===== src/design/lbpd_pkg.sv =====
// shared constants and types for the light bar passage direction block
`timescale 1ns / 1ps

package lbpd_pkg;

    // default counter width for the beam counters
    localparam int COUNT_WIDTH = 16;

    // bar patterns with a meaning of their own
    localparam logic [2:0] PAT_CLEAR = 3'b000;
    localparam logic [2:0] PAT_FULL  = 3'b111;

    // verdict codes
    localparam logic [2:0] VERDICT_EXIT       = 3'd0;
    localparam logic [2:0] VERDICT_ENTRY      = 3'd1;
    localparam logic [2:0] VERDICT_EXIT_TB    = 3'd2;
    localparam logic [2:0] VERDICT_ENTRY_TB   = 3'd3;
    localparam logic [2:0] VERDICT_TIE_ERR    = 3'd4;
    localparam logic [2:0] VERDICT_NO_BLOCK   = 3'd5;

    // door codes
    localparam logic DOOR_FRONT = 1'b0;
    localparam logic DOOR_REAR  = 1'b1;

    // result queue depth, must be a power of two and at least 4
    localparam int QUEUE_DEPTH = 4;

    // classification from one bar for one sample
    typedef struct packed {
        logic       fired;
        logic [2:0] verdict;
        logic       direction;
    } bar_res_t;

    // one result word as queued for the output
    typedef struct packed {
        logic       door;
        logic [2:0] verdict;
        logic       direction;
        logic       last;
    } result_t;

endpackage


===== src/design/lbpd_bar.sv =====
// per-bar beam counters, full-block save and passage classification
`timescale 1ns / 1ps

module lbpd_bar #(
    parameter int COUNT_WIDTH = lbpd_pkg::COUNT_WIDTH
) (
    input  logic                aclk,
    input  logic                aresetn,
    input  logic                rear_bar,
    input  logic [2:0]          pattern,
    input  logic                advance,
    output lbpd_pkg::bar_res_t  res
);

    logic [2:0]             prev_pat_reg, prev_pat_next;
    logic                   known_reg, known_next;
    logic                   clear_seen_reg, clear_seen_next;
    logic                   full_seen_reg, full_seen_next;
    logic [COUNT_WIDTH-1:0] saved_a_reg, saved_a_next;
    logic [COUNT_WIDTH-1:0] saved_b_reg, saved_b_next;
    logic [COUNT_WIDTH-1:0] run_a_reg, run_a_next;
    logic [COUNT_WIDTH-1:0] run_b_reg, run_b_next;

    logic                   act;
    logic [COUNT_WIDTH-1:0] run_a_mid, run_b_mid;
    logic [COUNT_WIDTH:0]   sum_1, sum_2;
    logic                   exit_dir;
    localparam logic [COUNT_WIDTH-1:0] ONE = {{(COUNT_WIDTH-1){1'b0}}, 1'b1};

    // crosswise sums of saved and running counts
    assign sum_1 = {1'b0, saved_a_reg} + {1'b0, run_b_reg};
    assign sum_2 = {1'b0, saved_b_reg} + {1'b0, run_a_reg};

    // bar acts on a new pattern, clear only on the second clear sample
    assign act = ((pattern != lbpd_pkg::PAT_CLEAR) || clear_seen_reg) &&
                 (!known_reg || (prev_pat_reg != pattern));

    // next state and classification
    always_comb begin
        prev_pat_next  = prev_pat_reg;
        known_next     = known_reg;
        full_seen_next = full_seen_reg;
        saved_a_next   = saved_a_reg;
        saved_b_next   = saved_b_reg;
        run_a_mid      = run_a_reg;
        run_b_mid      = run_b_reg;
        exit_dir       = 1'b0;
        res.fired      = 1'b0;
        res.verdict    = lbpd_pkg::VERDICT_EXIT;
        res.direction  = 1'b0;

        if (act) begin
            prev_pat_next = pattern;
            known_next    = 1'b1;
            if (pattern == lbpd_pkg::PAT_FULL) begin
                if (!full_seen_reg) begin
                    saved_a_next = run_a_reg;
                    saved_b_next = run_b_reg;
                    run_a_mid    = '0;
                    run_b_mid    = '0;
                end
                full_seen_next = 1'b1;
            end else if (pattern == lbpd_pkg::PAT_CLEAR) begin
                res.fired = 1'b1;
                if (full_seen_reg) begin
                    priority if (sum_1 > sum_2) begin
                        res.verdict = lbpd_pkg::VERDICT_EXIT;
                        exit_dir    = 1'b1;
                    end else if (sum_1 < sum_2) begin
                        res.verdict = lbpd_pkg::VERDICT_ENTRY;
                    end else if (saved_a_reg > run_a_reg) begin
                        res.verdict = lbpd_pkg::VERDICT_EXIT_TB;
                        exit_dir    = 1'b1;
                    end else if (saved_a_reg < run_a_reg) begin
                        res.verdict = lbpd_pkg::VERDICT_ENTRY_TB;
                    end else begin
                        res.verdict = lbpd_pkg::VERDICT_TIE_ERR;
                    end
                    // front exit records 0, rear exit records 1
                    if (res.verdict != lbpd_pkg::VERDICT_TIE_ERR) begin
                        res.direction = exit_dir ~^ rear_bar;
                    end
                end else begin
                    res.verdict = lbpd_pkg::VERDICT_NO_BLOCK;
                end
                saved_a_next   = '0;
                saved_b_next   = '0;
                run_a_mid      = '0;
                run_b_mid      = '0;
                full_seen_next = 1'b0;
            end
        end

        // saturating beam counters, full-block samples not counted
        run_a_next = run_a_mid;
        run_b_next = run_b_mid;
        if (pattern != lbpd_pkg::PAT_FULL) begin
            if (pattern[2] && (run_a_mid != '1)) begin
                run_a_next = run_a_mid + ONE;
            end
            if (pattern[1] && (run_b_mid != '1)) begin
                run_b_next = run_b_mid + ONE;
            end
        end
        clear_seen_next = (pattern == lbpd_pkg::PAT_CLEAR);
    end

    // state registers
    always_ff @(posedge aclk) begin
        if (!aresetn) begin
            prev_pat_reg   <= '0;
            known_reg      <= 1'b0;
            clear_seen_reg <= 1'b0;
            full_seen_reg  <= 1'b0;
            saved_a_reg    <= '0;
            saved_b_reg    <= '0;
            run_a_reg      <= '0;
            run_b_reg      <= '0;
        end else if (advance) begin
            prev_pat_reg   <= prev_pat_next;
            known_reg      <= known_next;
            clear_seen_reg <= clear_seen_next;
            full_seen_reg  <= full_seen_next;
            saved_a_reg    <= saved_a_next;
            saved_b_reg    <= saved_b_next;
            run_a_reg      <= run_a_next;
            run_b_reg      <= run_b_next;
        end
    end

endmodule


===== src/design/lbpd_outq.sv =====
// small result queue taking up to two words per cycle, giving one whenever m_tready is high
`timescale 1ns / 1ps

module lbpd_outq (
    input  logic               aclk,
    input  logic               aresetn,
    input  logic [1:0]         push_cnt,
    input  lbpd_pkg::result_t  push_a,
    input  lbpd_pkg::result_t  push_b,
    output logic               room,
    output logic               m_tvalid,
    input  logic               m_tready,
    output logic [7:0]         m_tdata,   // door, verdict[2:0], direction, zero pad
    output logic               m_tlast
);

    localparam int DEPTH = lbpd_pkg::QUEUE_DEPTH;
    localparam int PW    = $clog2(DEPTH);

    lbpd_pkg::result_t       q_reg [DEPTH];
    logic [PW-1:0]           wr_ptr_reg, wr_ptr_next;
    logic [PW-1:0]           rd_ptr_reg, rd_ptr_next;
    logic [PW:0]             count_reg, count_next;
    logic [PW-1:0]           wr_ptr_b;
    logic                    pop;
    lbpd_pkg::result_t       head;

    assign wr_ptr_b = wr_ptr_reg + {{(PW-1){1'b0}}, 1'b1};
    assign pop      = m_tvalid && m_tready;
    assign room     = count_reg <= (PW+1)'(DEPTH - 2);

    // pointer and fill count
    always_comb begin
        wr_ptr_next = wr_ptr_reg + PW'(push_cnt);
        rd_ptr_next = rd_ptr_reg + {{(PW-1){1'b0}}, pop};
        count_next  = count_reg + (PW+1)'(push_cnt) - {{PW{1'b0}}, pop};
    end

    always_ff @(posedge aclk) begin
        if (!aresetn) begin
            wr_ptr_reg <= '0;
            rd_ptr_reg <= '0;
            count_reg  <= '0;
        end else begin
            wr_ptr_reg <= wr_ptr_next;
            rd_ptr_reg <= rd_ptr_next;
            count_reg  <= count_next;
        end
    end

    // queue storage, no reset needed
    always_ff @(posedge aclk) begin
        if (push_cnt != 2'd0) begin
            q_reg[wr_ptr_reg] <= push_a;
        end
        if (push_cnt == 2'd2) begin
            q_reg[wr_ptr_b] <= push_b;
        end
    end

    // output word
    assign head     = q_reg[rd_ptr_reg];
    assign m_tvalid = count_reg != '0;
    assign m_tdata  = {3'b000, head.direction, head.verdict, head.door};
    assign m_tlast  = head.last;

endmodule


===== src/design/light_bar_passage_direction.sv =====
// top level: input register, front and rear bar units, result queue
// path: input register, then the bar units, whose results are written into the result queue
// throughput: one word per cycle while the queue has room; two results leave as two words
// rate set by the single-word output port draining a four-entry result queue
// reset: aresetn low clears bar counters, pattern history and the queue
`timescale 1ns / 1ps

module light_bar_passage_direction #(
    parameter int COUNT_WIDTH = lbpd_pkg::COUNT_WIDTH
) (
    input  logic       aclk,
    input  logic       aresetn,
    input  logic       s_tvalid,
    output logic       s_tready,
    input  logic [7:0] s_tdata,   // sensor_byte[7:0]
    output logic       m_tvalid,
    input  logic       m_tready,
    output logic [7:0] m_tdata,   // door, verdict[2:0], direction, zero pad
    output logic       m_tlast
);

    logic               in_valid_reg, in_valid_next;
    logic [7:0]         in_byte_reg;
    logic               proc_fire;
    logic               q_room;
    lbpd_pkg::bar_res_t front_res, rear_res;
    lbpd_pkg::result_t  front_word, rear_word, push_a, push_b;
    logic [1:0]         push_cnt;

    // input register, refilled as its word moves into the bars
    assign proc_fire     = in_valid_reg && q_room;
    assign s_tready      = !in_valid_reg || proc_fire;
    assign in_valid_next = (s_tvalid && s_tready) || (in_valid_reg && !proc_fire);

    always_ff @(posedge aclk) begin
        if (!aresetn) begin
            in_valid_reg <= 1'b0;
        end else begin
            in_valid_reg <= in_valid_next;
        end
    end

    always_ff @(posedge aclk) begin
        if (s_tvalid && s_tready) begin
            in_byte_reg <= s_tdata;
        end
    end

    // bar units
    lbpd_bar #(.COUNT_WIDTH(COUNT_WIDTH)) u_front (
        .aclk     (aclk),
        .aresetn  (aresetn),
        .rear_bar (lbpd_pkg::DOOR_FRONT),
        .pattern  (in_byte_reg[6:4]),
        .advance  (proc_fire),
        .res      (front_res)
    );

    lbpd_bar #(.COUNT_WIDTH(COUNT_WIDTH)) u_rear (
        .aclk     (aclk),
        .aresetn  (aresetn),
        .rear_bar (lbpd_pkg::DOOR_REAR),
        .pattern  (in_byte_reg[2:0]),
        .advance  (proc_fire),
        .res      (rear_res)
    );

    // order results front first, last flag on the final one
    always_comb begin
        front_word.door      = lbpd_pkg::DOOR_FRONT;
        front_word.verdict   = front_res.verdict;
        front_word.direction = front_res.direction;
        front_word.last      = !rear_res.fired;
        rear_word.door       = lbpd_pkg::DOOR_REAR;
        rear_word.verdict    = rear_res.verdict;
        rear_word.direction  = rear_res.direction;
        rear_word.last       = 1'b1;
        push_a   = front_res.fired ? front_word : rear_word;
        push_b   = rear_word;
        push_cnt = proc_fire ? ({1'b0, front_res.fired} + {1'b0, rear_res.fired}) : 2'd0;
    end

    // result queue
    lbpd_outq u_outq (
        .aclk     (aclk),
        .aresetn  (aresetn),
        .push_cnt (push_cnt),
        .push_a   (push_a),
        .push_b   (push_b),
        .room     (q_room),
        .m_tvalid (m_tvalid),
        .m_tready (m_tready),
        .m_tdata  (m_tdata),
        .m_tlast  (m_tlast)
    );

`ifndef NO_ASSERTIONS
    // nothing comes out right after reset
    a_quiet_after_reset: assert property (@(posedge aclk)
        (aresetn && $past(!aresetn)) |-> !m_tvalid)
        else $error("result valid right after reset");

    // a pair of results is front then rear, last only on the second
    a_pair_order: assert property (@(posedge aclk) disable iff (!aresetn)
        (push_cnt == 2'd2) |->
            (push_a.door == lbpd_pkg::DOOR_FRONT) && (push_b.door == lbpd_pkg::DOOR_REAR) &&
            !push_a.last && push_b.last)
        else $error("bad result pair ordering");

    // a queued word that is not taken reappears unchanged
    a_out_hold: assert property (@(posedge aclk) disable iff (!aresetn)
        (m_tvalid && !m_tready) |=> (m_tvalid && $stable(m_tdata) && $stable(m_tlast)))
        else $error("result changed while stalled");

    // only defined verdicts leave the block
    a_verdict_range: assert property (@(posedge aclk) disable iff (!aresetn)
        m_tvalid |-> (m_tdata[3:1] <= lbpd_pkg::VERDICT_NO_BLOCK))
        else $error("undefined verdict code");
`endif

endmodule

===== config.mk =====
export PLATFORM = sky130hd
export DESIGN_NAME = light_bar_passage_direction
export DESIGN_NICKNAME = d
export VERILOG_FILES = /design/src/design/lbpd_pkg.sv /design/src/design/lbpd_bar.sv /design/src/design/lbpd_outq.sv /design/src/design/light_bar_passage_direction.sv
export SDC_FILE = /design/constraint.sdc
export NUM_CORES = 1
export LEC_CHECK = 0
export BUFFER_PORTS_ARGS = -buffer_cell sky130_fd_sc_hd__buf_2
export CORE_UTILIZATION = 50
export DETAILED_ROUTE_END_ITERATION = 16
export MAX_ROUTING_LAYER = met4
export PLACE_DENSITY = 0.65
export SYNTH_ARGS = -nofsm -noshare
export SYNTH_HDL_FRONTEND = slang
export SYNTH_SLANG_ARGS = --single-unit

===== constraint.sdc =====
create_clock -name aclk -period 4.5 [get_ports aclk]
set_input_delay 0.225 -clock aclk [delete_from_list [all_inputs] [get_ports aclk]]
set_output_delay 0.225 -clock aclk [all_outputs]
set_load 0.05 [all_outputs]

==> run metrics <==
run status=completed; Clock Power Share=0.426; wire length on met1=~15000 µm; die outline area=0.0252 mm²; cell chosen for the clock root=clkbuf_16; Port Buffer Count=17; kind of launch point of the worst setup path=register; fraction of final layout cells with drive strength greater than 1=0.153; met3 WL=1630 µm; number of optimization iterations in the first detailed-route pass=5; classification of the worst setup path=reg -> reg; Comb power frac=0.130; CTS clk-pin slew, worst paths=90 ps; post-route fraction of the period consumed by the critical path=0.972; number of max-capacitance violations reported=0; DRC violation count after routing=0; overall routing resource usage=0.271; minimum setup slack among reg-to-reg paths=130 ps; number of enable flip-flop cells after synthesis=22; worst hold slack across all endpoints=269 ps; number of nets with antenna violations after detailed routing=0; worst slew pin tran=~1100 ps; Worst path max stage delay=a little under 600 ps; setup TNS=0 ps; maximum number of pins on one net before global-route repair=99; clk sinks=178; part of the Yosys area used for sequential elements=0.308; post-detailed-routing wire length=33300 µm; vias in the first global route=10400; headroom to the max-slew limit=0.268; unrepaired setup endpoints after global routing=yes; first-pass GRT wire length=53400 µm; post-synthesis instance total=~1500; proportion of synthesized flip-flops having asynchronous set or reset=0; Placed Area=0.0131 mm²; WP data arrival=between 4000 and 5000 ps; RR Endpoint=u_outq.q_reg[3][3]$_DFFE_PP_; core area=0.0238 mm²; Min-Delay Endpoint=u_front.known_reg$_SDFFE_PN0P_; Largest register FFs=24; worst setup skew after layout=20.3 ps; sequential power share=0.444; endpoint class of the critical path=register; maximum vdd drop=0.246 mV; clock tree from TritonCTS=done; number of cells on the worst hold path=2; Power per Cell Area=approximately 270 mW/mm²; Slowest cell on crit path=or4_4; data required time at the worst endpoint=4790 ps; cell breakdown of the critical path=ha_2, fa_2, a21oi_2, o21ai_2, o41ai_2, buf_4, o2111ai_2, o211ai_1, o21a_1, nor2_1, a211oi_2, ha_1, nand4_1, buf_6, nor4_2, nand4_1, or4_4, o21a_1, o22ai_1; average footprint of a synthesized cell=8.30 µm²; average wire per standard cell=between 15 and 20 µm; number of buffers created by CTS=17; area growth from synthesis to layout=15.7%; number of core rows=56; setup violators final=0; violation count after the first detailed-route iteration=815; initial core utilization=0.517; htree depth=4; DIE WIDTH=approximately 160 µm; maximum buffer depth of the clock tree=2; reported leakage power=0.00572 µW; clock latency reported for the late side of the worst-skew pair=450 ps; Worst Path Max Fanout=3; final-report hold violation count=0; Routed met2 length=16000 µm; Max Fclk=229 MHz; Post-layout nets=1724; worst r2r src=u_rear.run_a_reg[0]$_SDFFE_PN0P_; post-layout minimum cycle time=between 4000 and 5000 ps; register bit count reported by yosys=178; Internal Pwr Total=roughly 2600 µW; cell area after layout=between 0.01 and 0.015 mm²; Yosys warning count=0; Chip Height=159 µm; synthesized cell area=between 0.01 and 0.015 mm²; number of ports placed on the die boundary=23; switching power of the nets=1200 µW; ANT cells=0; worst hold start=aresetn; vias per cell=5.85; highest metal layer with signal wires=met4; switching fraction of total power=0.315; Placer Congestion=0.894; fin. max-slew vios=0; detailed placement HPWL=roughly 24000 µm; number of vias after detailed routing=between 10000 and 15000; number of distinct library cell variants in the gate-level netlist after synthesis=80; R2R cell count=19; classification of the worst-slack hold path=in -> reg; total grt overflow=0; antenna violations before repair=0; dominant delay contributor by cell family on the critical path=compound AO/OA/AOI/OAI gates; flip-flop cell with the highest count after synthesis=dfxtp_1; Worst Path Buf+Inv=2
per-stage QoR:
stage,util,instances,power (µW),setup WS [ps]
final,0.598,1899,3820,126
after global routing,0.598,1899,3970,-47.8
after CTS,0.591,1892,3840,3.91
after detailed placement,0.552,1839,2220,-200
after global placement,0.552,1839,2210,-153
after floorplan,-,1482,2090,143
layer usage:
layer	up-vias	GRT usage
met3	50	0.0400
met4	0	0.0733
li1	5509	-
met5	-	-
met1	5270	0.347
met2	288	0.442
final cells by class:
class	count	area [µm²]
repair buffers	124	913
flip-flops and latches	178	3790
multi-input cells	1187	8220
inverters	59	224
well taps	319	399
clock buffers	17	425
clock inverters	15	228
fillers	2077	9550
Yosys cell counts, types with 5 or more instances:
cell type | number | share of area
o2111ai_1 | 6 | 0.0043
xor2_1 | 29 | 0.021
nand2b_1 | 19 | 0.0097
nand4_1 | 33 | 0.017
nand2_1 | 174 | 0.053
o211ai_1 | 7 | 0.0043
nor3_2 | 5 | 0.0041
a22oi_1 | 32 | 0.020
o22ai_1 | 18 | 0.0092
nor4_1 | 6 | 0.0031
dfxtp_1 | 156 | 0.25
or2_2 | 6 | 0.0031
a211oi_1 | 8 | 0.0049
and3_1 | 13 | 0.0066
ha_1 | 140 | 0.14
o21ai_0 | 55 | 0.022
nor2_1 | 150 | 0.046
fa_1 | 5 | 0.0082
o21a_1 | 16 | 0.0098
mux2i_1 | 6 | 0.0049
edfxtp_1 | 22 | 0.054
o21bai_1 | 5 | 0.0031
buf_2 | 8 | 0.0033
nor2b_1 | 11 | 0.0056
a21oi_1 | 106 | 0.043
buf_1 | 6 | 0.0018
mux4_2 | 6 | 0.011
inv_1 | 58 | 0.018
and2_1 | 17 | 0.0087
or3_1 | 11 | 0.0056
and4_1 | 7 | 0.0050
or4_1 | 5 | 0.0031
clkbuf_1 | 37 | 0.011
xnor2_1 | 69 | 0.049
nor3_1 | 32 | 0.013
nand3_1 | 83 | 0.034
a31oi_1 | 15 | 0.0076
a21o_1 | 24 | 0.015
power by group through the flow:
stage | Sequential (µW) | Combinational [µW] | Clock (µW)
3_3_place_gp | 1730 | 474 | 0
6_report | 1700 | 495 | 1630
4_1_cts | 1700 | 494 | 1650
3_5_place_dp | 1730 | 483 | 0
5_1_grt | 1700 | 542 | 1720
2_1_floorplan | 1700 | 387 | 0
how the worst max path moves through the flow:
stage,from,endpoint,cells after the start,slack [ps]
after floorplan,u_front.run_b_reg[1]$_SDFFE_PN0P_,u_outq.q_reg[3][3]$_DFFE_PP_,16,140
after global placement,u_front.run_a_reg[0]$_SDFFE_PN0P_,u_outq.q_reg[3][3]$_DFFE_PP_,18,-150
after detailed placement,u_front.run_a_reg[0]$_SDFFE_PN0P_,u_outq.q_reg[3][3]$_DFFE_PP_,18,-200
after CTS,u_rear.run_a_reg[0]$_SDFFE_PN0P_,u_outq.q_reg[3][3]$_DFFE_PP_,22,4
after global routing,u_front.saved_a_reg[2]$_SDFFE_PN0P_,u_outq.q_reg[3][3]$_DFFE_PP_,18,-50
final,u_rear.run_a_reg[0]$_SDFFE_PN0P_,u_outq.q_reg[3][3]$_DFFE_PP_,19,130
cell families (layout without fill, tap and decap cells):
group | count (synthesis) | count (layout) | share of synthesized area
buf+inv | 117 | 215 | 0.0396
fa+ha+maj | 145 | 145 | 0.151
flops | 178 | 178 | 0.308
xor+xnor | 98 | 98 | 0.0699
mux | 13 | 13 | 0.0168
compound gates | 337 | 337 | 0.180
simple gates | 591 | 591 | 0.235
other cells | 1 | 3 | 0.000305
timing repair:
item,4_1_cts,5_1_grt
hold buffers,7,0
endpoints found under the setup margin,12,16
endpoints found under the hold margin,7,0
setup buffers,14,7
gates resized for setup,26,38
pin swaps,23,41
cells in the final DEF, fill, tap and decap left out, types with 8 or more instances in the layout:
master and instances:
a21o_1 24, a21oi_1 102, a22oi_1 32, a31oi_1 12, and2_1 17, and3_1 13
buf_2 17, buf_4 98, clkbuf_16 17, dfxtp_1 148, dfxtp_2 8, edfxtp_1 22
ha_1 134, inv_1 58, nand2_1 172, nand2b_1 19, nand3_1 83, nand4_1 33
nor2_1 146, nor2b_1 11, nor3_1 32, o21a_1 16, o21ai_0 43, o21ai_1 8
o22ai_1 18, or3_1 11, xnor2_1 69, xor2_1 29
Power figures use the tool's default switching activity.
